<file path="src/rtl/rfd_pkg.sv">
// Shared constants and types for the RTCM3 deframer with CRC-24Q check.
`timescale 1ns / 1ps

package rfd_pkg;

    localparam int unsigned COUNTER_BITS_DEFAULT = 32;

    localparam logic [7:0]  PREAMBLE    = 8'hD3;
    localparam logic [7:0]  LEN_HI_MASK = 8'h03;
    localparam logic [23:0] CRC_POLY    = 24'h864CFB;

    localparam int unsigned OUT_COUNT_BITS = 32;

    // Per-byte result handed from the core to the output register.
    typedef struct packed {
        logic [7:0]  echo_byte;
        logic        in_frame;
        logic        frame_last;
        logic        crc_ok;
        logic [11:0] message_type;
        logic [9:0]  payload_length;
        logic [OUT_COUNT_BITS-1:0] good_frames;
        logic [OUT_COUNT_BITS-1:0] crc_error_frames;
    } rfd_result_t;

endpackage

</file>
<file path="src/rtl/rfd_crc24q.sv">
// Byte-wide CRC-24Q update, MSB first.
`timescale 1ns / 1ps

module rfd_crc24q
(
    input  logic [23:0] crc_in,
    input  logic [7:0]  data,
    output logic [23:0] crc_out
);

    always_comb
    begin
        logic [23:0] c;
        c = crc_in ^ {data, 16'h0000};
        for (int i = 0; i < 8; i++)
        begin
            if (c[23])
            begin
                c = {c[22:0], 1'b0} ^ rfd_pkg::CRC_POLY;
            end
            else
            begin
                c = {c[22:0], 1'b0};
            end
        end
        crc_out = c;
    end

endmodule

</file>
<file path="src/rtl/rfd_core.sv">
// Frame tracking state, CRC accumulation and frame counters.
`timescale 1ns / 1ps

module rfd_core
#(
    parameter int unsigned COUNTER_BITS = rfd_pkg::COUNTER_BITS_DEFAULT
)
(
    input  logic                 clk,
    input  logic                 rst_n,
    input  logic                 accept,
    input  logic [7:0]           rx_byte,
    output rfd_pkg::rfd_result_t result
);

    typedef enum logic [1:0] {
        PH_HUNT,
        PH_HEADER,
        PH_BODY
    } phase_t;

    phase_t                  phase_reg, phase_next;
    logic [10:0]             bytes_seen_reg, bytes_seen_next;
    logic [9:0]              length_held_reg, length_held_next;
    logic [23:0]             crc_running_reg, crc_running_next;
    logic [23:0]             crc_received_reg, crc_received_next;
    logic [11:0]             type_held_reg, type_held_next;
    logic [COUNTER_BITS-1:0] good_count_reg, good_count_next;
    logic [COUNTER_BITS-1:0] error_count_reg, error_count_next;

    logic [23:0] crc_seed;
    logic [23:0] crc_stepped;
    logic [10:0] crc_end;
    logic [10:0] frame_end;
    logic [63:0] good_wide;
    logic [63:0] error_wide;

    assign crc_seed = (phase_reg == PH_HUNT) ? 24'h000000 : crc_running_reg;

    rfd_crc24q u_crc
    (
        .crc_in  (crc_seed),
        .data    (rx_byte),
        .crc_out (crc_stepped)
    );

    assign crc_end   = 11'(length_held_reg) + 11'd3;
    assign frame_end = 11'(length_held_reg) + 11'd5;

    always_comb
    begin
        phase_next        = phase_reg;
        bytes_seen_next   = bytes_seen_reg;
        length_held_next  = length_held_reg;
        crc_running_next  = crc_running_reg;
        crc_received_next = crc_received_reg;
        type_held_next    = type_held_reg;
        good_count_next   = good_count_reg;
        error_count_next  = error_count_reg;

        result.echo_byte      = rx_byte;
        result.in_frame       = 1'b1;
        result.frame_last     = 1'b0;
        result.crc_ok         = 1'b0;
        result.message_type   = '0;
        result.payload_length = '0;

        unique case (phase_reg)
            PH_HUNT:
            begin
                if (rx_byte == rfd_pkg::PREAMBLE)
                begin
                    crc_running_next  = crc_stepped;
                    crc_received_next = '0;
                    type_held_next    = '0;
                    length_held_next  = '0;
                    bytes_seen_next   = 11'd1;
                    phase_next        = PH_HEADER;
                end
                else
                begin
                    result.in_frame = 1'b0;
                end
            end
            PH_HEADER:
            begin
                crc_running_next = crc_stepped;
                if (bytes_seen_reg == 11'd1)
                begin
                    length_held_next = {rx_byte[1:0] & rfd_pkg::LEN_HI_MASK[1:0], 8'h00};
                    bytes_seen_next  = 11'd2;
                end
                else
                begin
                    length_held_next = {length_held_reg[9:8], rx_byte};
                    bytes_seen_next  = 11'd3;
                    phase_next       = PH_BODY;
                end
            end
            PH_BODY:
            begin
                if (bytes_seen_reg == 11'd3)
                begin
                    type_held_next = {rx_byte, 4'h0};
                end
                else if (bytes_seen_reg == 11'd4)
                begin
                    type_held_next = {type_held_reg[11:4], rx_byte[7:4]};
                end

                if (bytes_seen_reg < crc_end)
                begin
                    crc_running_next = crc_stepped;
                end
                else
                begin
                    crc_received_next = {crc_received_reg[15:0], rx_byte};
                end

                if (bytes_seen_reg >= frame_end)
                begin
                    result.frame_last     = 1'b1;
                    result.crc_ok         = (crc_running_next == crc_received_next);
                    result.message_type   = type_held_next;
                    result.payload_length = length_held_reg;
                    if (crc_running_next == crc_received_next)
                    begin
                        good_count_next = good_count_reg + COUNTER_BITS'(1);
                    end
                    else
                    begin
                        error_count_next = error_count_reg + COUNTER_BITS'(1);
                    end
                    phase_next      = PH_HUNT;
                    bytes_seen_next = '0;
                end
                else
                begin
                    bytes_seen_next = bytes_seen_reg + 11'd1;
                end
            end
            default:
            begin
                phase_next = PH_HUNT;
            end
        endcase

        good_wide               = 64'(good_count_next);
        error_wide              = 64'(error_count_next);
        result.good_frames      = good_wide[rfd_pkg::OUT_COUNT_BITS-1:0];
        result.crc_error_frames = error_wide[rfd_pkg::OUT_COUNT_BITS-1:0];
    end

    always_ff @(posedge clk or negedge rst_n)
    begin
        if (!rst_n)
        begin
            phase_reg        <= PH_HUNT;
            bytes_seen_reg   <= '0;
            length_held_reg  <= '0;
            crc_running_reg  <= '0;
            crc_received_reg <= '0;
            type_held_reg    <= '0;
            good_count_reg   <= '0;
            error_count_reg  <= '0;
        end
        else if (accept)
        begin
            phase_reg        <= phase_next;
            bytes_seen_reg   <= bytes_seen_next;
            length_held_reg  <= length_held_next;
            crc_running_reg  <= crc_running_next;
            crc_received_reg <= crc_received_next;
            type_held_reg    <= type_held_next;
            good_count_reg   <= good_count_next;
            error_count_reg  <= error_count_next;
        end
    end

endmodule

</file>
<file path="src/rtl/rtcm3_frame_deframer_crc24q_unit.sv">
// Top level of the RTCM3 frame deframer with CRC-24Q check.
`timescale 1ns / 1ps

// Takes one received byte per input beat and returns one output beat per
// byte: the byte itself, tagged with whether it belongs to a frame
// (tuser) and whether it is the last CRC byte of a frame (tlast). Bytes
// other than the preamble 0xD3 are dropped from framing while hunting but
// still echoed with tuser low. The header gives a 10-bit payload length; a
// frame is length + 6 bytes. CRC-24Q (poly 0x864CFB, init 0) covers the
// preamble, header and payload and is compared against the three trailing
// bytes. On the last byte the beat carries crc_ok, the 12-bit message type
// and the length; elsewhere those fields are zero. The good-frame and
// CRC-error counters wrap at 2^COUNTER_BITS and every beat carries their
// low 32 bits. A bad frame is consumed whole; hunting resumes after it.
// Throughput is one byte per cycle; a byte's beat appears in the cycle
// after it is taken: the byte-wide CRC step and frame state update sit
// between the state registers and a single output register, and a new
// byte is taken whenever that register is empty or drained in the same cycle.

module rtcm3_frame_deframer_crc24q_unit
#(
    parameter int unsigned COUNTER_BITS = rfd_pkg::COUNTER_BITS_DEFAULT
)
(
    input  logic        clk,
    input  logic        rst_n,

    input  logic        s_tvalid,
    output logic        s_tready,
    input  logic [7:0]  s_tdata,   // [7:0] rx_byte

    output logic        m_tvalid,
    input  logic        m_tready,
    // [7:0] echo_byte, [8] crc_ok, [20:9] message_type, [30:21] payload_length,
    // [62:31] good_frames, [94:63] crc_error_frames, [95] zero
    output logic [95:0] m_tdata,
    output logic        m_tuser,   // [0] in_frame
    output logic        m_tlast    // frame_last
);

    logic                 accept;
    rfd_pkg::rfd_result_t result;
    rfd_pkg::rfd_result_t result_reg;
    logic                 out_valid_reg;

    // Take a beat whenever the output register is free or drains now.
    assign s_tready = !out_valid_reg || m_tready;
    assign accept   = s_tvalid && s_tready;

    rfd_core
    #(
        .COUNTER_BITS (COUNTER_BITS)
    )
    u_core
    (
        .clk     (clk),
        .rst_n   (rst_n),
        .accept  (accept),
        .rx_byte (s_tdata),
        .result  (result)
    );

    // Output register: hold the valid flag under reset control.
    always_ff @(posedge clk or negedge rst_n)
    begin
        if (!rst_n)
        begin
            out_valid_reg <= 1'b0;
        end
        else if (s_tready)
        begin
            out_valid_reg <= s_tvalid;
        end
    end

    // Payload needs no reset; advance it with each accepted beat.
    always_ff @(posedge clk)
    begin
        if (accept)
        begin
            result_reg <= result;
        end
    end

    assign m_tvalid = out_valid_reg;
    assign m_tuser  = result_reg.in_frame;
    assign m_tlast  = result_reg.frame_last;
    assign m_tdata  = {1'b0,
                       result_reg.crc_error_frames,
                       result_reg.good_frames,
                       result_reg.payload_length,
                       result_reg.message_type,
                       result_reg.crc_ok,
                       result_reg.echo_byte};

endmodule

</file>
<file path="config.mk">
export PLATFORM = sky130hd
export DESIGN_NAME = rtcm3_frame_deframer_crc24q_unit
export DESIGN_NICKNAME = d
export VERILOG_FILES = /design/src/rtl/rfd_pkg.sv /design/src/rtl/rfd_crc24q.sv /design/src/rtl/rfd_core.sv /design/src/rtl/rtcm3_frame_deframer_crc24q_unit.sv
export SDC_FILE = /design/constraint.sdc
export NUM_CORES = 1
export LEC_CHECK = 0
export BUFFER_PORTS_ARGS = -buffer_cell sky130_fd_sc_hd__buf_2
export CAP_MARGIN = 15
export CORE_ASPECT_RATIO = 0.6
export CORE_UTILIZATION = 30
export DETAILED_ROUTE_END_ITERATION = 8
export GPL_TIMING_DRIVEN = 0
export HOLD_SLACK_MARGIN = 0.02
export PLACE_DENSITY = 0.5
export SLEW_MARGIN = 20
export SYNTH_ARGS = -nofsm -noshare
export SYNTH_HDL_FRONTEND = slang
export SYNTH_HIERARCHICAL = 1
export SYNTH_SLANG_ARGS = --single-unit
</file>
<file path="constraint.sdc">
create_clock -name clk -period 5.4 [get_ports clk]
set_input_delay 0.27 -clock clk [delete_from_list [all_inputs] [get_ports clk]]
set_output_delay 0.27 -clock clk [all_outputs]
set_load 0.01 [all_outputs]
</file>
==> results.yml, run 1 <==
die:
  die_x_um: 271
  core_area_um2: 42400
  io_pins: 112
  initial_utilization_pct: 30.8
  num_rows: 58
  die_area_um2: 44400
  die_h_um: 164
timing:
  period_minus_slack_ns: 5.16
  clock_skew_ns: 0.0104
  setup_slack_ns: 0.238
  timing.fmax_mhz: 194
  hold_viol: 0
  max-slew-margin-rel_pct: 36.9
  rsz0062_at_grt: "no"
  worstMarginPinSlew_ns: 0.937
  finalCritPeriodShare_pct: 95.6
  finalSetupViolCount: 0
  finalSetupTns_ns: 0
  finalMaxSlewViolations: 0
logic_synthesis:
  yosysWarnings: 6
  synthCells: 1152
  synth_cell_types: 64
  synthFlopType: "dfrtp_1"
  synth_edf_count: 97
  async_flop_share_pct: 60.4
  syn_nets: 1196
  ys_seq_area_share_pct: 50.6
  syn_avg_cell_area_um2: 11.3
  synth-seq-cells: 245
  netlist_area_um2: 13100
layout:
  area_delta_synth_final_pct: 18.5
  fin_util_pct: 36.5
  fillers: 4233
  nNetsFinal: 1341
  largest_register_ffs: 95
  drive_gt1_share_pct: 19.3
  final_cell_mix: "151 x xnor2_1, 148 x dfrtp_1, 124 x buf_2"
  final_common_cell: "xnor2_1"
  final_area_um2: 15500
worst_hold_path:
  hold_depth: 2
  hp-class: "input port to register"
placed_design:
  dp_hpwl_mm: 27.0
  io_buffers: 110
  dpl_cell_area_um2: 14400
  pre_cts_slack_ns: -0.832
  gp_congestion: 0.873
worst_setup_path:
  path_max_fanout: 10
  cp_cell_sequence: "inv_1, ha_2, clkbuf_4, nor2b_1, xnor2_4, xor3_2, xnor3_2, xnor2_1, xnor2_1, nand4_1, nor4_2, nand4_1, nand2_1, clkbuf_1, nor4_1, xor2_1"
  ff2ff_path_depth: 16
  slowest_delay_ns: 0.56
  cp.required_ns: 5.69
  r2r_slack_ns: 0.24
  cp_slowest_cell: "clkbuf_1"
  worst_setup_path_start_kind: "register"
  critPathKind: "register to register"
  arrival_ns: 5.45
  critPathCaptureType: "register"
clocking:
  clk_pin_slew_ns: 0.07
  clk_path_buf_depth: 3
  ctsHtreeMaxLevel: 1
  cts-root-buf: "clkbuf_16"
  clock_latency_ns: 0.56
  postCtsSetupBuffers: 0
  cts_made_buffers: 28
  cts.sinks: 245
  cts_tree: "done"
global_routing:
  track_usage_pct: 16.9
  grt_max_degree: 78
  antenna_found_initial: 0
  overflow: 0
  grt_pass1_vias: 9197
  grt_first_pass_wirelength_mm: 57.2
power:
  powerDensity_nw_per_um2: 562
  peakVddDrop_mv: 0.429
  leakagePower_nw: 6.41
route:
  drt_iter0_drc: 722
  vias_per_cell: 4.95
  vias: 9356
  wl_per_cell_um: 19.6
  ant_nets: 0
  wl_mm: 37.1
  drcViolationCount: 0
  first_pass_iters: 5
job:
  drv_cap: 0
outcome:
  status: "finished, final reports clean"
final timing paths:
kind                                           startpoint                         end
min in group asynchronous                           rst_n    u_core/bytes_seen_reg[8]
max in group asynchronous                           rst_n  u_core/error_count_reg[25]
worst max-delay path                  u_core/phase_reg[1]                 m_tdata[83]
worst max register to register        u_core/phase_reg[1]                 m_tdata[83]
worst min register to register  u_core/good_count_reg[31]   u_core/good_count_reg[31]
worst min-delay path                           s_tdata[6]                  m_tdata[6]
per-stage QoR:
stage               instances  hold WS, ns  total power [mW]
floorplan                1152      -0.0256              5.49
global placement         1832        0.480              6.56
detailed placement       1835        0.303              6.56
CTS                      1889       0.0602              8.71
global route             1889       0.0844              9.21
finish                   1890       0.0946              8.71
cell usage after synthesis, types with 3 or more instances:
cell type / number / area [um^2]
xor2_1: 82 / 718
mux2i_1: 4 / 40.0
inv_1: 18 / 67.6
nand2_1: 81 / 304
xnor2_2: 3 / 48.8
and3_1: 21 / 131
a22o_1: 58 / 508
ha_1: 32 / 400
dfrtp_1: 148 / 3700
nand4b_1: 4 / 35.0
nor2b_1: 27 / 169
nor4_1: 29 / 181
buf_2: 17 / 85.1
or4_1: 3 / 22.5
nor3_1: 35 / 175
mux2_2: 29 / 327
and2_1: 15 / 93.8
and4_1: 3 / 26.3
a21o_1: 4 / 30.0
xnor2_1: 156 / 1370
or2_2: 5 / 31.3
o21ai_0: 17 / 85.1
nand3_1: 59 / 295
nor2_1: 45 / 169
clkbuf_1: 32 / 120
a21oi_1: 22 / 110
o31ai_1: 3 / 22.5
buf_6: 4 / 45.0
edfxtp_1: 97 / 2910
nand4_1: 47 / 294
buf_4: 11 / 82.6
per-layer routing:
metal,global-route usage [%],share of wire [%],up-vias
met5,0,0,-
met1,27.6,54,4658
met3,3.53,6.3,44
li1,-,-,4402
met4,3.63,1.9,0
met2,21.8,38,252
timing repair:
action / in CTS / in global routing
hold buffers: 3 / 0
resized for setup: 9 / 5
endpoints found under the setup margin: 129 / 49
hold endpoints to repair: 72 / 0
logic make-up after synthesis:
family	synth area share, %
simple gates	15.9
compound gates	6.66
flops	50.6
fa+ha+maj	3.06
xor+xnor	17.8
mux	2.81
other cells	0.0287
buf+inv	3.15
report_power, final:
group	total, mW	switching (mW)	leakage, nW	internal, mW
registers	2.48	0.251	2.92	2.23
logic	4.19	2.34	3.01	1.85
clock network	2.05	0.803	0.479	1.24
total	8.71	3.39	6.41	5.32
area by class of cell:
cell class	count	area, um^2	area share [%]
Antenna cell	1	2.50	0.0162
Buffer	65	347	2.24
Clock buffer	35	768	4.96
Clock inverter	17	214	1.38
Inverter	19	71.3	0.461
Multi-Input combinational cell	822	6100	39.4
Sequential cell	245	6620	42.7
Tap cell	570	713	4.61
Timing Repair Buffer	116	658	4.25
worst max-delay path, delay by kind of cell, from the launching register on:
family                   cells  cell delay [ns]
AND/OR/NAND/NOR              6             1.26
adder cells (fa/ha/maj)      1             0.31
buffers and inverters        3             0.97
flip-flops                   1             0.42
XOR/XNOR                     6             1.92
Note: power is estimated with default switching activity, not from simulation.
==> inputs of run 2 (changes only) <==
--- a/config.mk
+++ b/config.mk
@@ -5,6 +5,7 @@
 export SDC_FILE = /design/constraint.sdc
 export NUM_CORES = 1
 export LEC_CHECK = 0
+export ABC_AREA = 1
 export BUFFER_PORTS_ARGS = -buffer_cell sky130_fd_sc_hd__buf_2
 export CAP_MARGIN = 15
 export CORE_ASPECT_RATIO = 0.6
@@ -12,7 +13,7 @@
 export DETAILED_ROUTE_END_ITERATION = 8
 export GPL_TIMING_DRIVEN = 0
 export HOLD_SLACK_MARGIN = 0.02
-export PLACE_DENSITY = 0.5
+export PLACE_DENSITY = 0.49
 export SLEW_MARGIN = 20
 export SYNTH_ARGS = -nofsm -noshare
 export SYNTH_HDL_FRONTEND = slang
==> results.yml, run 2 <==
route:
  wl_mm: 57.5
  wl_met1_mm: 29.6
  drt_iter0_drc: 1512
  dr_wl_met3_mm: 6.04
  drcViolationCount: 0
  ant_nets: 0
  wl_per_cell_um: 19.7
  vias: 14900
  wl_met2_mm: 20.9
  first_pass_iters: 6
  top_layer: "met5"
  vias_per_cell: 5.08
logic_synthesis:
  synth-seq-cells: 245
  ys_seq_area_share_pct: 42.5
  yosysTopAreaCell: "dfrtp_1"
  async_flop_share_pct: 60.4
  yosysWarnings: 6
  synthMostInstantiatedCell: "nand2_1"
  netlist_area_um2: 15500
  syn_nets: 2104
  synth_common_cells: "664 x nand2_1, 244 x inv_1, 151 x nand4_1, 148 x dfrtp_1, 132 x nor2_1"
  synth_top_area_share_pct: 23.8
  syn_avg_cell_area_um2: 7.55
  synthFlopType: "dfrtp_1"
  synth_area_leaders: "dfrtp_1 24%, edfxtp_1 19%, nand2_1 16%"
  synth_cell_types: 49
  synth_edf_count: 97
  synthCells: 2060
clocking:
  cts_made_buffers: 28
  postCtsSetupBuffers: 0
  cts.sinks: 245
  cts_tree: "done"
  cts-root-buf: "clkbuf_16"
  clock_latency_ns: 0.58
  ctsHtreeMaxLevel: 1
  clk_path_buf_depth: 3
  clk_pin_slew_ns: 0.06
layout:
  nNetsFinal: 2252
  fillers: 5406
  area_delta_synth_final_pct: 16.0
  final_common_cell: "nand2_1"
  largest_register_ffs: 95
  final_cell_mix: "664 x nand2_1, 244 x inv_1, 151 x nand4_1"
  num_antenna_cells: 0
  drive_gt1_share_pct: 12.0
timing:
  finalMaxSlewViolations: 0
  clock_skew_ns: 0.0128
  hold_viol: 0
  finalCritPeriodShare_pct: 92.4
  finalSetupViolCount: 0
  rsz0062_at_grt: "no"
  max-slew-margin-rel_pct: 42.9
  timing.fmax_mhz: 200
  worstMarginPinSlew_ns: 0.856
  setup_slack_ns: 0.412
  period_minus_slack_ns: 4.99
die:
  die_x_um: 296
  die_h_um: 178
  initial_utilization_pct: 30.4
  core_area_um2: 51100
  die_area_um2: 52800
  num_rows: 64
  io_pins: 112
worst_setup_path:
  arrival_ns: 5.31
  rr_startpoint: "u_core/phase_reg[1]"
  cp-startpoint: "u_core/phase_reg[1]"
  path_max_fanout: 10
  cp.required_ns: 5.72
  worst_setup_path_start_kind: "register"
  critPathCaptureType: "register"
  critPathKind: "register to register"
global_routing:
  antenna_found_initial: 0
  grt_first_pass_wirelength_mm: 86.4
  track_usage_pct: 21.9
  overflow: 0
  grt_pass1_vias: 13700
  grt_max_degree: 82
power:
  powerDensity_nw_per_um2: 690
  peakVddDrop_mv: 0.427
  power_mw: 12.5
  leakagePower_nw: 8.55
placed_design:
  pre_cts_slack_ns: -0.447
  io_buffers: 110
  dp_hpwl_mm: 43.8
  gp_congestion: 0.982
worst_hold_path:
  hp-class: "input port to register"
  min_from: "s_tdata[2]"
outcome:
  status: "finished, final reports clean"
job:
  drv_cap: 0
run 2: cell count changes in the layout (fill, tap and decap cells not counted), sizes merged, moves of 27 or more:
cell and delta:
xnor2 -152, nor2 +95, mux2 -29, o21ai +68, nand2 +609, nand3 +68
buf +29, a22o -58, nand4 +104, o22ai +63, nor2b -27, inv +230
run 2: cells by family after synthesis:
family / Yosys count / synth area share [%]
AND/OR/NAND/NOR: 1181 / 35.0
buffers and inverters: 354 / 9.33
flip-flops: 245 / 42.5
AO/OA/AOI/OAI: 176 / 6.34
XOR/XNOR: 71 / 4.17
adder cells (fa/ha/maj): 32 / 2.57
other: 1 / 0.0241
run 2: critical path: stages (launching register included):
cell and delay (ns):
dfrtp_1 0.40, inv_1 0.11, ha_2 0.34, buf_2 0.34
nor2_1 0.13, inv_1 0.09, nand2_1 0.08, nand2_4 0.13
nand2_4 0.07, nand2_4 0.10, nand2_2 0.07, nand3_4 0.08
nand2_4 0.10, nand2_1 0.07, nand3_1 0.13, nand2_1 0.21
xor2_1 0.35, o21ai_0 0.37, nand2_1 0.16, nand2_1 0.06
nor2_1 0.15, nand2_1 0.09, nor2_2 0.15, nand3_4 0.21
nor2_8 0.26, buf_6 0.19, nand3_1 0.09, and2_1 0.17
run 2: where the power goes:
part,internal [mW],switching (mW)
Clock,1.00,0.825
Sequential,2.29,0.253
Combinational,2.25,5.83
Total,5.54,6.91
run 2: area by class of cell:
type	instances	area, um^2	share of cell area (%)
inverters	251	942	5.22
well taps	693	867	4.81
repair buffers	119	743	4.12
multi-input cells	1461	7510	41.6
flip-flops and latches	245	6620	36.7
clock buffers	42	783	4.34
plain buffers	102	510	2.83
clock inverters	10	67.6	0.375
run 2: worst paths after layout:
path | end | slack (ns) | depth (start not counted)
max in group asynchronous | u_core/good_count_reg[18] | 4.25 | 3
worst min register to register | u_core/type_held_reg[4] | 0.49 | 2
worst max-delay path | m_tdata[46] | 0.41 | 27
worst min-delay path | m_tdata[2] | 0.18 | 2
worst max register to register | m_tdata[46] | 0.41 | 27
min in group asynchronous | u_core/crc_running_reg[22] | 0.24 | 2
run 2: per-stage QoR:
step	cells	util, %	setup TNS (ns)	hold WS, ns	cell area [um^2]
final	2923	35.3	0	0.177	18000
after CTS	2924	35.3	0	0.141	18000
after detailed placement	2869	33.6	-22.72	0.298	17100
after global routing	2923	35.3	0	0.142	18000
after global placement	2863	33.2	-223.76	0.462	17000
after floorplan	2060	-	0	-0.0256	15600
run 2: routing by layer:
| metal | vias up | global-route usage (%) |
|---|---|---|
| met4 | 2 | 3.71 |
| met2 | 545 | 27.1 |
| met1 | 7158 | 35.3 |
| met3 | 58 | 7.13 |
| met5 | - | 1.41 |
| li1 | 7093 | - |
run 2: timing repair:
item,4_1_cts,5_1_grt
resized for setup,3,8
hold buffers,3,0
hold endpoints to repair,68,0
setup endpoints to repair,118,118
